`src/rtl/bvm_pkg.sv`:
```
// Shared types, constants and register codes for the battery voltage monitor.
`default_nettype none
package bvm_pkg;

    // Field widths
    localparam int PinW    = 12;
    localparam int TimeW   = 32;
    localparam int MvW     = 16;
    localparam int NumW    = 8;
    localparam int DenW    = 8;
    localparam int PptW    = 11;
    localparam int CfgIdxW = 4;
    localparam int CfgDatW = 32;

    // Smoothing
    localparam int EmaShift = 4;
    localparam int AccW     = MvW + EmaShift;

    // Conversion datapath
    localparam int PartW    = PinW + NumW;            // pin * num
    localparam int ProdW    = PartW + PptW;           // pin * num * ppt
    localparam int ThouW    = 10;
    localparam logic [ThouW-1:0] Thousand = ThouW'(1000);
    localparam int BotW     = DenW + ThouW;           // den * 1000
    localparam int DvdW     = 32;
    localparam int DivCntW  = $clog2(DvdW);

    // Register indexes
    typedef enum logic [CfgIdxW-1:0] {
        CFG_DIVIDER_NUM   = 4'd0,
        CFG_DIVIDER_DEN   = 4'd1,
        CFG_CAL_PPT       = 4'd2,
        CFG_PLAUS_LOW     = 4'd3,
        CFG_PLAUS_HIGH    = 4'd4,
        CFG_WARN_LEVEL    = 4'd5,
        CFG_WARN_HYST     = 4'd6,
        CFG_WARN_DELAY    = 4'd7
    } t_cfg_idx;

    typedef struct packed {
        logic [NumW-1:0]  divider_num;
        logic [DenW-1:0]  divider_den;
        logic [PptW-1:0]  calibration_ppt;
        logic [MvW-1:0]   plausible_low_mv;
        logic [MvW-1:0]   plausible_high_mv;
        logic [MvW-1:0]   warn_level_mv;
        logic [MvW-1:0]   warn_hysteresis_mv;
        logic [TimeW-1:0] warn_delay_ms;
    } t_cfg;

    localparam t_cfg CfgReset = '{
        divider_num:        NumW'(11),
        divider_den:        DenW'(1),
        calibration_ppt:    PptW'(1000),
        plausible_low_mv:   MvW'(2500),
        plausible_high_mv:  MvW'(30000),
        warn_level_mv:      MvW'(6600),
        warn_hysteresis_mv: MvW'(200),
        warn_delay_ms:      TimeW'(2000)
    };

    // Step strobes from the sequencer into the tracker
    typedef struct packed {
        logic ema;
        logic warn;
    } t_trk_ctl;

endpackage
`default_nettype wire

```
`src/rtl/battery_voltage_monitor_top.sv`:
```
// Top level of the battery voltage monitor: sequencer, scaling datapath and result register.
`default_nettype none
// Each input beat (sense-pin millivolts plus a wrapping millisecond timestamp) is
// scaled to battery millivolts as pin*num*ppt/(den*1000), rounded half up and
// saturated at 65535, then either unseeds the smoothed average (implausible
// reading) or seeds/updates a 1/16 exponential average. A low warning latches
// after warn_delay_ms of continuous low average and clears once the average
// rises above warn level plus hysteresis; a sustained implausible reading
// drops it too. One result beat comes out per input beat. The block works on
// one sample at a time, through the multiply states MUL1 and MUL2, the rounding
// state RND, the serial divider, which gives one quotient bit per cycle over a
// 32-bit dividend, the tracking states EMA and WARN and the result load in EMIT.
// The next sample can be taken once the result has loaded. o_in_stall stays
// high while a sample is in flight. The result register holds a finished beat
// while the next sample is being taken and worked on; the sequencer only
// waits at the very end if that beat has still not been taken. Configuration
// writes are always ready and must only be issued while the block is idle;
// writes to an index beyond the register list are dropped.
module battery_voltage_monitor_top (
    input  wire                          i_clk,
    input  wire                          i_rst_n,
    // Sample channel
    input  wire                          i_in_valid,
    output logic                         o_in_stall,
    input  wire  [bvm_pkg::PinW-1:0]     i_pin_mv,
    input  wire  [bvm_pkg::TimeW-1:0]    i_now_ms,
    // Result channel
    output logic                         o_out_valid,
    input  wire                          i_out_stall,
    output logic [bvm_pkg::MvW-1:0]      o_battery_mv,
    output logic                         o_low_warning,
    output logic                         o_reading_implausible,
    // Configuration write channel
    input  wire                          i_cfg_valid,
    output logic                         o_cfg_ready,
    input  wire  [bvm_pkg::CfgIdxW-1:0]  i_cfg_index,
    input  wire  [bvm_pkg::CfgDatW-1:0]  i_cfg_data
);

    typedef enum logic [7:0] {
        S_IDLE = 8'b0000_0001,
        S_MUL1 = 8'b0000_0010,
        S_MUL2 = 8'b0000_0100,
        S_RND  = 8'b0000_1000,
        S_DIV  = 8'b0001_0000,
        S_EMA  = 8'b0010_0000,
        S_WARN = 8'b0100_0000,
        S_EMIT = 8'b1000_0000
    } t_state;

    t_state                         r_state;
    t_state                         n_state;

    logic [bvm_pkg::PinW-1:0]       r_pin;
    logic [bvm_pkg::TimeW-1:0]      r_now;
    logic [bvm_pkg::PartW-1:0]      r_part;
    logic [bvm_pkg::ProdW-1:0]      r_prod;
    logic [bvm_pkg::BotW-1:0]       r_bot;
    logic [bvm_pkg::MvW-1:0]        r_v;

    logic                           r_out_valid;
    logic [bvm_pkg::MvW-1:0]        r_out_mv;
    logic                           r_out_warn;
    logic                           r_out_imp;

    bvm_pkg::t_cfg                  cfg;
    bvm_pkg::t_trk_ctl              trk_ctl;

    logic                           in_accept;
    logic                           out_free;
    logic                           div_start;
    logic                           div_done;
    logic [bvm_pkg::DvdW-1:0]       div_dvd;
    logic [bvm_pkg::DvdW-1:0]       div_q;

    logic [bvm_pkg::MvW-1:0]        trk_mv;
    logic                           trk_warn;
    logic                           trk_imp;

    assign in_accept = i_in_valid && !o_in_stall;
    // Result register can load when empty or being drained this cycle
    assign out_free  = !r_out_valid || !i_out_stall;

    bvm_cfg u_cfg (
        .i_clk       (i_clk),
        .i_rst_n     (i_rst_n),
        .i_cfg_valid (i_cfg_valid),
        .o_cfg_ready (o_cfg_ready),
        .i_cfg_index (i_cfg_index),
        .i_cfg_data  (i_cfg_data),
        .o_cfg       (cfg)
    );

    // ---------------------------------------------------------------
    // Sequencer
    // ---------------------------------------------------------------
    always_comb begin
        n_state = r_state;
        case (r_state)
            S_IDLE: if (in_accept) n_state = S_MUL1;
            S_MUL1: n_state = S_MUL2;
            S_MUL2: n_state = S_RND;
            S_RND:  n_state = S_DIV;
            S_DIV:  if (div_done) n_state = S_EMA;
            S_EMA:  n_state = S_WARN;
            S_WARN: n_state = S_EMIT;
            S_EMIT: if (out_free) n_state = S_IDLE;
            default: n_state = S_IDLE;
        endcase
    end

    always_ff @(posedge i_clk) begin
        if (!i_rst_n) begin
            r_state <= S_IDLE;
        end else begin
            r_state <= n_state;
        end
    end

    assign o_in_stall = (r_state != S_IDLE);

    // ---------------------------------------------------------------
    // Scaling datapath: two multiply steps, rounding bias, serial divide
    // ---------------------------------------------------------------
    always_ff @(posedge i_clk) begin
        if (in_accept) begin
            r_pin <= i_pin_mv;
            r_now <= i_now_ms;
        end
        if (r_state == S_MUL1) begin
            r_part <= bvm_pkg::PartW'(r_pin * cfg.divider_num);
            r_bot  <= bvm_pkg::BotW'(cfg.divider_den * bvm_pkg::Thousand);
        end
        if (r_state == S_MUL2) begin
            r_prod <= bvm_pkg::ProdW'(r_part * cfg.calibration_ppt);
        end
        // Saturate the quotient; a zero divisor yields all ones and saturates too
        if (r_state == S_DIV && div_done) begin
            r_v <= (div_q[bvm_pkg::DvdW-1:bvm_pkg::MvW] != '0) ? '1
                                                             : div_q[bvm_pkg::MvW-1:0];
        end
    end

    assign div_start = (r_state == S_RND);
    assign div_dvd   = bvm_pkg::DvdW'(r_prod) + bvm_pkg::DvdW'(r_bot >> 1);

    bvm_div u_div (
        .i_clk      (i_clk),
        .i_rst_n    (i_rst_n),
        .i_start    (div_start),
        .i_dividend (div_dvd),
        .i_divisor  (r_bot),
        .o_done     (div_done),
        .o_quotient (div_q)
    );

    // ---------------------------------------------------------------
    // Average and warning state
    // ---------------------------------------------------------------
    assign trk_ctl.ema  = (r_state == S_EMA);
    assign trk_ctl.warn = (r_state == S_WARN);

    bvm_track u_track (
        .i_clk     (i_clk),
        .i_rst_n   (i_rst_n),
        .i_ctl     (trk_ctl),
        .i_cfg     (cfg),
        .i_v       (r_v),
        .i_now     (r_now),
        .o_mv      (trk_mv),
        .o_warn    (trk_warn),
        .o_implaus (trk_imp)
    );

    // ---------------------------------------------------------------
    // Result register: hold a beat until taken
    // ---------------------------------------------------------------
    always_ff @(posedge i_clk) begin
        if (!i_rst_n) begin
            r_out_valid <= 1'b0;
        end else if (r_state == S_EMIT && out_free) begin
            r_out_valid <= 1'b1;
        end else if (r_out_valid && !i_out_stall) begin
            r_out_valid <= 1'b0;
        end
    end

    always_ff @(posedge i_clk) begin
        if (r_state == S_EMIT && out_free) begin
            r_out_mv   <= trk_mv;
            r_out_warn <= trk_warn;
            r_out_imp  <= trk_imp;
        end
    end

    assign o_out_valid           = r_out_valid;
    assign o_battery_mv          = r_out_mv;
    assign o_low_warning         = r_out_warn;
    assign o_reading_implausible = r_out_imp;

    // ---------------------------------------------------------------
    // Checks
    // ---------------------------------------------------------------
    a_div_done_in_div: assert property (@(posedge i_clk) disable iff (!i_rst_n)
        div_done |-> (r_state == S_DIV))
        else $error("divider finished outside the divide state");

    a_implaus_reads_zero: assert property (@(posedge i_clk) disable iff (!i_rst_n)
        (o_out_valid && o_reading_implausible) |-> (o_battery_mv == '0))
        else $error("implausible result carries a nonzero voltage");

    a_emit_loads_result: assert property (@(posedge i_clk) disable iff (!i_rst_n)
        (r_state == S_EMIT && out_free) |=> (o_out_valid && !o_in_stall))
        else $error("finished sample did not reach the result register");

    a_accept_starts_work: assert property (@(posedge i_clk) disable iff (!i_rst_n)
        in_accept |=> (r_state == S_MUL1))
        else $error("accepted sample did not start the sequence");

endmodule
`default_nettype wire

```
`src/rtl/bvm_cfg.sv`:
```
// Configuration register file for the battery voltage monitor.
`default_nettype none
module bvm_cfg (
    input  wire                              i_clk,
    input  wire                              i_rst_n,
    input  wire                              i_cfg_valid,
    output logic                             o_cfg_ready,
    input  wire  [bvm_pkg::CfgIdxW-1:0]      i_cfg_index,
    input  wire  [bvm_pkg::CfgDatW-1:0]      i_cfg_data,
    output bvm_pkg::t_cfg                    o_cfg
);

    bvm_pkg::t_cfg r_cfg;

    assign o_cfg_ready = 1'b1;
    assign o_cfg       = r_cfg;

    always_ff @(posedge i_clk) begin
        if (!i_rst_n) begin
            r_cfg <= bvm_pkg::CfgReset;
        end else if (i_cfg_valid) begin
            case (i_cfg_index)
                bvm_pkg::CFG_DIVIDER_NUM: r_cfg.divider_num <= i_cfg_data[bvm_pkg::NumW-1:0];
                bvm_pkg::CFG_DIVIDER_DEN: r_cfg.divider_den <= i_cfg_data[bvm_pkg::DenW-1:0];
                bvm_pkg::CFG_CAL_PPT: r_cfg.calibration_ppt <= i_cfg_data[bvm_pkg::PptW-1:0];
                bvm_pkg::CFG_PLAUS_LOW: r_cfg.plausible_low_mv <= i_cfg_data[bvm_pkg::MvW-1:0];
                bvm_pkg::CFG_PLAUS_HIGH: r_cfg.plausible_high_mv <= i_cfg_data[bvm_pkg::MvW-1:0];
                bvm_pkg::CFG_WARN_LEVEL: r_cfg.warn_level_mv <= i_cfg_data[bvm_pkg::MvW-1:0];
                bvm_pkg::CFG_WARN_HYST: r_cfg.warn_hysteresis_mv <= i_cfg_data[bvm_pkg::MvW-1:0];
                bvm_pkg::CFG_WARN_DELAY: r_cfg.warn_delay_ms <= i_cfg_data[bvm_pkg::TimeW-1:0];
                default: begin
                    // drop writes beyond the register list
                end
            endcase
        end
    end

endmodule
`default_nettype wire

```
`src/rtl/bvm_div.sv`:
```
// Restoring serial divider, one quotient bit per cycle.
`default_nettype none
module bvm_div (
    input  wire                          i_clk,
    input  wire                          i_rst_n,
    input  wire                          i_start,
    input  wire  [bvm_pkg::DvdW-1:0]     i_dividend,
    input  wire  [bvm_pkg::BotW-1:0]     i_divisor,
    output logic                         o_done,
    output logic [bvm_pkg::DvdW-1:0]     o_quotient
);

    logic                           r_busy;
    logic                           r_done;
    logic [bvm_pkg::DivCntW-1:0]    r_cnt;
    logic [bvm_pkg::BotW-1:0]       r_dvs;
    logic [bvm_pkg::BotW-1:0]       r_rem;
    logic [bvm_pkg::DvdW-1:0]       r_q;

    logic [bvm_pkg::BotW:0]         n_rem_sh;
    logic                           n_fit;

    // Shift in the next dividend bit and try the subtract
    assign n_rem_sh = {r_rem, r_q[bvm_pkg::DvdW-1]};
    assign n_fit    = (n_rem_sh >= {1'b0, r_dvs});

    always_ff @(posedge i_clk) begin
        if (!i_rst_n) begin
            r_busy <= 1'b0;
            r_done <= 1'b0;
            r_cnt  <= '0;
        end else begin
            r_done <= 1'b0;
            if (i_start) begin
                r_busy <= 1'b1;
                r_cnt  <= '0;
            end else if (r_busy) begin
                r_cnt <= r_cnt + 1'b1;
                if (r_cnt == '1) begin
                    r_busy <= 1'b0;
                    r_done <= 1'b1;
                end
            end
        end
    end

    always_ff @(posedge i_clk) begin
        if (i_start) begin
            r_rem <= '0;
            r_q   <= i_dividend;
            r_dvs <= i_divisor;
        end else if (r_busy) begin
            r_rem <= n_fit ? bvm_pkg::BotW'(n_rem_sh - {1'b0, r_dvs})
                           : n_rem_sh[bvm_pkg::BotW-1:0];
            r_q   <= {r_q[bvm_pkg::DvdW-2:0], n_fit};
        end
    end

    assign o_done     = r_done;
    assign o_quotient = r_q;

endmodule
`default_nettype wire

```
`src/rtl/bvm_track.sv`:
```
// Smoothing accumulator, plausibility tracking and low-warning qualification.
`default_nettype none
module bvm_track (
    input  wire                          i_clk,
    input  wire                          i_rst_n,
    input  wire  bvm_pkg::t_trk_ctl      i_ctl,
    input  wire  bvm_pkg::t_cfg          i_cfg,
    input  wire  [bvm_pkg::MvW-1:0]      i_v,
    input  wire  [bvm_pkg::TimeW-1:0]    i_now,
    output logic [bvm_pkg::MvW-1:0]      o_mv,
    output logic                         o_warn,
    output logic                         o_implaus
);

    logic [bvm_pkg::AccW-1:0]   r_acc;
    logic                       r_seeded;
    logic                       r_iflag;
    logic [bvm_pkg::TimeW-1:0]  r_istart;
    logic                       r_pend;
    logic [bvm_pkg::TimeW-1:0]  r_lstart;
    logic                       r_warn;

    logic                       n_implaus;
    logic [bvm_pkg::TimeW-1:0]  n_istart;
    logic                       n_idrop;
    logic [bvm_pkg::AccW:0]     n_acc_upd;
    logic [bvm_pkg::AccW:0]     n_rnd;
    logic [bvm_pkg::AccW-bvm_pkg::EmaShift:0] n_rsh;
    logic [bvm_pkg::MvW-1:0]    n_sm;
    logic [bvm_pkg::MvW:0]      n_clear_lvl;
    logic                       n_ldone;

    assign n_implaus = (i_v < i_cfg.plausible_low_mv) || (i_v > i_cfg.plausible_high_mv);
    assign n_istart  = r_iflag ? r_istart : i_now;
    assign n_idrop   = ((i_now - n_istart) >= i_cfg.warn_delay_ms);

    assign n_acc_upd = (bvm_pkg::AccW+1)'(r_acc) + (bvm_pkg::AccW+1)'(i_v)
                     - (bvm_pkg::AccW+1)'(r_acc >> bvm_pkg::EmaShift);

    // Round half up, saturate the readout
    assign n_rnd = (bvm_pkg::AccW+1)'(r_acc)
                 + (bvm_pkg::AccW+1)'(1 << (bvm_pkg::EmaShift - 1));
    assign n_rsh = n_rnd[bvm_pkg::AccW:bvm_pkg::EmaShift];
    assign n_sm  = n_rsh[bvm_pkg::MvW] ? '1 : n_rsh[bvm_pkg::MvW-1:0];

    assign n_clear_lvl = (bvm_pkg::MvW+1)'(i_cfg.warn_level_mv)
                       + (bvm_pkg::MvW+1)'(i_cfg.warn_hysteresis_mv);
    assign n_ldone     = ((i_now - r_lstart) >= i_cfg.warn_delay_ms);

    always_ff @(posedge i_clk) begin
        if (!i_rst_n) begin
            r_acc    <= '0;
            r_seeded <= 1'b0;
            r_iflag  <= 1'b0;
            r_pend   <= 1'b0;
            r_warn   <= 1'b0;
        end else if (i_ctl.ema) begin
            if (n_implaus) begin
                r_iflag  <= 1'b1;
                r_seeded <= 1'b0;
                r_acc    <= '0;
                if (n_idrop) begin
                    r_warn <= 1'b0;
                    r_pend <= 1'b0;
                end
            end else begin
                r_iflag  <= 1'b0;
                r_seeded <= 1'b1;
                r_acc    <= r_seeded ? n_acc_upd[bvm_pkg::AccW-1:0]
                                     : (bvm_pkg::AccW'(i_v) << bvm_pkg::EmaShift);
            end
        end else if (i_ctl.warn && !r_iflag) begin
            if (r_warn) begin
                if ({1'b0, n_sm} > n_clear_lvl) begin
                    r_warn <= 1'b0;
                    r_pend <= 1'b0;
                end
            end else if (n_sm < i_cfg.warn_level_mv) begin
                if (!r_pend) begin
                    r_pend <= 1'b1;
                end else if (n_ldone) begin
                    r_warn <= 1'b1;
                end
            end else begin
                r_pend <= 1'b0;
            end
        end
    end

    // Start times carry no reset; each is written before it is read
    always_ff @(posedge i_clk) begin
        if (i_ctl.ema && n_implaus && !r_iflag) begin
            r_istart <= i_now;
        end
        if (i_ctl.warn && !r_iflag && !r_warn && !r_pend
                && (n_sm < i_cfg.warn_level_mv)) begin
            r_lstart <= i_now;
        end
    end

    assign o_mv      = r_seeded ? n_sm : '0;
    assign o_warn    = r_warn;
    assign o_implaus = r_iflag;

endmodule
`default_nettype wire

```
`config.mk`:
```
export PLATFORM = sky130hd
export DESIGN_NAME = battery_voltage_monitor_top
export DESIGN_NICKNAME = d
export VERILOG_FILES = /design/src/rtl/bvm_pkg.sv /design/src/rtl/battery_voltage_monitor_top.sv /design/src/rtl/bvm_cfg.sv /design/src/rtl/bvm_div.sv /design/src/rtl/bvm_track.sv
export SDC_FILE = /design/constraint.sdc
export NUM_CORES = 2
export LEC_CHECK = 0
export ABC_AREA = 1
export BUFFER_PORTS_ARGS = -buffer_cell sky130_fd_sc_hd__buf_2
export CAP_MARGIN = 25
export CORE_ASPECT_RATIO = 0.8
export CORE_MARGIN = 2
export CORE_UTILIZATION = 70
export DETAILED_ROUTE_END_ITERATION = 10
export PLACE_DENSITY = 0.88
export SLEW_MARGIN = 20
export SYNTH_ARGS = -nofsm -noshare
export SYNTH_HDL_FRONTEND = slang
export SYNTH_HIERARCHICAL = 1
export SYNTH_SLANG_ARGS = --single-unit
```
`constraint.sdc`:
```
create_clock -name i_clk -period 9.23 [get_ports i_clk]
set_clock_uncertainty 0.05 [all_clocks]
set_input_delay 0.923 -clock i_clk [delete_from_list [all_inputs] [get_ports i_clk]]
set_output_delay 0.923 -clock i_clk [all_outputs]
set_load 0.02 [all_outputs]
```
Word-level counts from Yosys, hierarchy flattened

Cells that the tools add are included.
W data, S select, Z words.

Bitwise logic cells: 2
Reduce and logical (&&, ||, !) cells: 36
Add/subtract/negate cells: 9
Equal/unequal tests: 23
Magnitude comparators: 7
Multiply operators: 3
Mux-type cells: 33

Operators with widths:

| cell                    | number |
|---|---|
| $mux W32                | 3 |
| $ge A32 B32 Y1          | 2 |
| $pmux W8 S8             | 1 |
| $sub A32 B32 Y32        | 2 |
| $mux W20                | 2 |
| $add A31 B17 Y32        | 1 |
| $lt A16 B16 Y1          | 2 |
| $mul A20 B11 Y31        | 1 |
| $mux W8                 | 3 |
| $mux W1                 | 22 |
| $add A20 B4 Y21 const B | 1 |
| $add A20 B16 Y20        | 1 |
| $mul A12 B8 Y20         | 1 |
| $sub A20 B16 Y20        | 1 |
| $ge A19 B18 Y1          | 1 |
| $mux W18                | 1 |
| $sub A18 B18 Y18        | 1 |
| $add A16 B16 Y17        | 1 |
| $gt A16 B17 Y1          | 1 |
| $eq A4 B3 Y1 const B    | 4 |
| $gt A16 B16 Y1          | 1 |
| $mux W16                | 1 |
| $reduce_and A2 Y1       | 8 |
| $reduce_bool A16 Y1     | 1 |
| 27 further kinds        | 50 |

Word-level logic and storage cells: 145
Bits in registers: 436
Output and inout port bits: 21
Input bits: 85

Logic depth before layout (Yosys ltp)

Depth after elaboration: 8
Depth in mapped cells: 31
Gate-level depth less buffers: 29

By module

The synthesis kept the hierarchy.

Modules (own cells, without submodules):

| module                      | instances | area each (µm²) | cells an instance | seq. area each (µm²) |
|---|---|---|---|---|
| battery_voltage_monitor_top | 1         | 18,859.3        | 2,354             | 4,504.3 |
| bvm_track                   | 1         | 12,309.3        | 1,697             | 2,402.3 |
| bvm_cfg                     | 1         | 4,767.1         | 693               | 2,462.4 |
| bvm_div                     | 1         | 4,209.0         | 536               | 2,001.9 |

Least setup slack after synthesis

OpenSTA, ideal clock, no wires.

Path kind: reg2reg
Start: reg u_track/r_acc[4] (netlist bit)
End: reg u_track/r_lstart[0] (netlist bit) (enable)
Setup slack: 4,148 ps
Stages on the path, launching flop included: 19
Period minus slack after synthesis: 5,082 ps
Setup time: 461 ps
Data arrival time: 4,570 ps
Data required time: 8,719 ps
Path buffers: 0
Cell sequence: dfxtp_1 -> ha_1 -> nand3_2 -> nor2_1 -> nand2_1 -> nor3_2 -> nand3_1 -> inv_2 -> nand3_2 -> o21ai_0 -> nand3b_1 -> ha_1 -> nand2_1 -> inv_1 -> nand3_1 -> o2111ai_1 -> a21oi_1 -> nand2_1 -> nor3_1

Longest elaborated chain between the ends: 4

RTL lines:

| item                   | RTL line        | source |
|---|---|---|
| start, declared        | bvm_track.sv:15 | `logic [bvm_pkg::AccW-1:0] r_acc;` |
| start signal, assigned | bvm_track.sv:69 | `r_acc <= r_seeded ? n_acc_upd[bvm_pkg::AccW-1:0]` |
| $add A20 B4 Y21        | bvm_track.sv:42 | `+ (bvm_pkg::AccW+1)'(1 << (bvm_pkg::EmaShift - 1));` |
| $mux W16               | bvm_track.sv:44 | `assign n_sm = n_rsh[bvm_pkg::MvW] ? '1 : n_rsh[bvm_pkg::MvW-1:0];` |
| $lt A16 B16 Y1         | bvm_track.sv:96 | `&& (n_sm < i_cfg.warn_level_mv)) begin` |
| $logic_and A1 B1 Y1    | bvm_track.sv:96 |  |
| end signal, assigned   | bvm_track.sv:97 | `r_lstart <= i_now;` |
| end, declared          | bvm_track.sv:20 | `logic [bvm_pkg::TimeW-1:0] r_lstart;` |

No other way between the ends.
A chain may end at the register's enable or synchronous reset.

Worst setup path after layout

Start: reg u_cfg.r_cfg (netlist bit u_cfg/o_cfg[99])
End: reg r_prod[23] (netlist bit) (data pin)

Longest elaborated chain between the ends: 1

RTL lines:

| item                   | RTL line                           | source |
|---|---|---|
| start, declared        | bvm_cfg.sv:13                      | `bvm_pkg::t_cfg r_cfg;` |
| start signal, assigned | bvm_cfg.sv:20                      | `r_cfg <= bvm_pkg::CfgReset;` |
| $mul A20 B11 Y31       | battery_voltage_monitor_top.sv:135 | `r_prod <= bvm_pkg::ProdW'(r_part * cfg.calibration_ppt);` |
| end signal, assigned   | battery_voltage_monitor_top.sv:135 |  |
| end, declared          | battery_voltage_monitor_top.sv:57  | `logic [bvm_pkg::ProdW-1:0] r_prod;` |

No other way between the ends.

==> results.toml <==
[synth]
async_flop_share_pct = 0
syn_avg_cell_area_um2 = 7.60
syn_inst = 5280
synth.distinct_cells = 63
synth_most_common_cell = "nand2_1"
synthTopCellsByCount = "nand2_1 (1,545), inv_1 (1,036), ha_1 (410)"
synth_warnings = 6
synth-seq-area-share_pct = 28.3
synth.area.top_cells = "edfxtp_1 (19%), nand2_1 (14%), fa_1 (13%)"
yosysTopAreaCell = "edfxtp_1"
yosysTopAreaCellShare_pct = 19.3
synth-edff-count = 258
syn_area_mm2 = 0.0401
ys_ff_latch = 439
synth_flop_cell = "edfxtp_1"

[run_status]
outcome = "finished clean"

[pwr]
p_leak_nw = 22.4
switching_share_pct = 52.3
p_per_area_mw_per_mm2 = 356
ir_worst_vdd_uv = 571
p_seq_share_pct = 18.4
intPower_w = 0.00727
p_switching_w = 0.00797
combinationalPowerShare_pct = 68.8
power.share.clock_pct = 12.8

[worst_setup_path]
crit_required_ns = 9.53
crit_chain = "nand2_1 -> fa_1 -> inv_1 -> fa_1 -> inv_1 -> fa_1 -> inv_1 -> fa_1 -> inv_1 -> fa_1 -> inv_1 -> ha_1 -> nand2_1 -> nor2_1 -> inv_1 -> nor3_2 -> nand3_1 -> nand4_1 -> nand2_1"
cp-startpoint = "u_cfg/o_cfg[99]$_SDFFE_PN1P_"
cpMostUsedCell = "inv_1"
start_kind = "flip-flop"
crit_path_end_kind = "flip-flop"
cp.arrival_ns = 5.90
worstSetupPathType = "flip-flop to flip-flop"
crit_slowest_cell = "dfxtp_1"
rr_startpoint = "u_cfg/o_cfg[99]$_SDFFE_PN1P_"
cp_max_fo = 21
crit_buf_inv = 6
cp_top_family = "adder cells"
slowest_delay_ns = 0.98

[placed_design]
portBuffers = 104
gp_congestion = 0.972
pre_cts_ws_ns = 3.73
dp_hpwl_um = 79400

[clock_tree]
post_cts_buffers = 0
cts_tree = "yes"
holdBufCountCts = 0
clock-root-buffer = "clkbuf_16"
max-clock-path-buffers = 3
clock-sinks = 439
cts.repair.resized = 0
cts-buffers-inserted = 46
cts_htree_levels = 2
clk_pin_slew_ns = 0.07
clock_latency_ns = 0.61

[grt]
grt_pass1_vias = 33300
met2_usage_pct = 56.2
grt_pass1_wl_um = 168000
met3_usage_pct = 5.37
track_usage_pct = 35.2
grt_use_met1_pct = 49.7
grt_max_degree = 72
grt_overflow_total = 0
antenna_found_initial = 4
busiest_layer = "met2"

[floorplanning]
start_util_pct = 70.8
die_y_um = 218
core.rowCount = 78
coreArea_mm2 = 0.0567
chipWidth_um = 272
die_area_mm2 = 0.0593
boundaryPins = 106

[detailed_routing]
avgRoutedWirePerCell_um = 17.0
ant_nets = 0
firstDrtPassIters = 6
dr_total_vias = 34700
drt-vias-per-instance = 5.67
drc = 0
drt_iter0_drc = 3947
drt_wl_total_um = 104000

[timing]
whs_ns = 0.409
hold_viol_final = 0
final.setup.worst_slack_ns = 3.63
max_freq_ghz = 0.179
rsz0062_at_grt = "no"
drv_slew = 0
relSlewSlack_pct = 33.0
tightest_slew_ns = 1.00
setup_viol = 0
fin_crit_sh_pct = 60.7
finalCriticalPeriod_ns = 5.60
tns_ns = 0

[cells_and_area]
utilization_pct = 75.4
multi_input_area_mm2 = 0.0243
regArea_mm2 = 0.0114
drive_gt1_share_pct = 5.43
fillers = 4064
final_nets = 6082
syn_to_final_growth_pct = 6.56

[run]
maxCapViolations = 0

[min_path]
hp-start = "u_cfg/o_cfg[69]$_SDFFE_PN1P_"
hold_path.class = "flip-flop to flip-flop"
[metrics by stage]
step | total power [W] | instances | area, µm²
after global routing | 0.0166 | 6124 | 42800
after global placement | 0.0128 | 6034 | 41200
after CTS | 0.0151 | 6120 | 42800
after floorplan | 0.0102 | 5282 | 40200
after detailed placement | 0.0130 | 6034 | 41200
final | 0.0152 | 6124 | 42800
[power groups by stage]
stage                     Sequential, W  Combinational, W  Clock, W
after floorplan                 0.00270           0.00750         0
after global placement          0.00282           0.00997         0
after detailed placement        0.00283            0.0102         0
after CTS                       0.00279            0.0103   0.00196
after global routing            0.00282            0.0118   0.00203
final                           0.00280            0.0105   0.00195
[logic make-up after synthesis]
family          share of synthesized area [%]
compound gates                           6.71
xor+xnor                                 3.05
fa+ha+maj                                25.9
buf+inv                                  11.2
flops                                    28.3
mux                                     0.748
other cells                            0.0187
simple gates                             24.0
[layout by cell type, fill, tap and decap left out, types with 46 or more instances in the layout]
cell / instances
nand2_1: 1545
inv_1: 1035
ha_1: 410
nor2_1: 388
a21oi_1: 276
fa_1: 264
edfxtp_1: 258
nand3_1: 211
dfxtp_1: 180
buf_2: 103
o21ai_0: 101
xor2_1: 96
clkbuf_16: 46
[worst paths after layout]
check	endpoint	slack [ns]	depth (start not counted)
hold / removal	u_cfg/o_cfg[69]$_SDFFE_PN1P_	0.41	2
setup / recovery	r_prod[23]$_DFFE_PP_	3.63	19
setup reg to reg	r_prod[23]$_DFFE_PP_	3.63	19
hold reg to reg	u_cfg/o_cfg[69]$_SDFFE_PN1P_	0.41	2
[routing by layer]
layer,up-vias,wire length [µm]
met3,268,10100
met5,-,8
met2,1751,46400
li1,16500,-
met1,16200,44000
met4,2,3370
[registers in the layout (all words and copies together) (netlist names), 5 cells and up]
register	flops
u_cfg/o_cfg	123
r_now	32
u_div/o_quotient	32
u_track/r_istart	32
u_track/r_lstart	32
r_prod	31
r_part	20
u_track/r_acc	20
u_div/r_dvs	18
u_div/r_rem	18
o_battery_mv	16
r_v	16
r_bot	15
r_pin	12
r_state	8
u_div/r_cnt	5
[worst register-to-register path, delay by kind of cell, from the launching register on]
family | cells | cell delay (ns)
fa+ha+maj | 6 | 3.01
flops | 1 | 0.98
simple gates | 7 | 0.95
buf+inv | 6 | 0.36
[area by class of cell]
type / count / share of cell area (%)
inverters: 1041 / 9.13
repair buffers: 122 / 1.55
well taps: 760 / 2.22
flip-flops and latches: 439 / 26.6
clock buffers: 56 / 2.87
multi-input cells: 3673 / 56.8
diodes: 3 / 0.0175
clock inverters: 30 / 0.781
No activity file was read; power rests on OpenSTA's default activity.
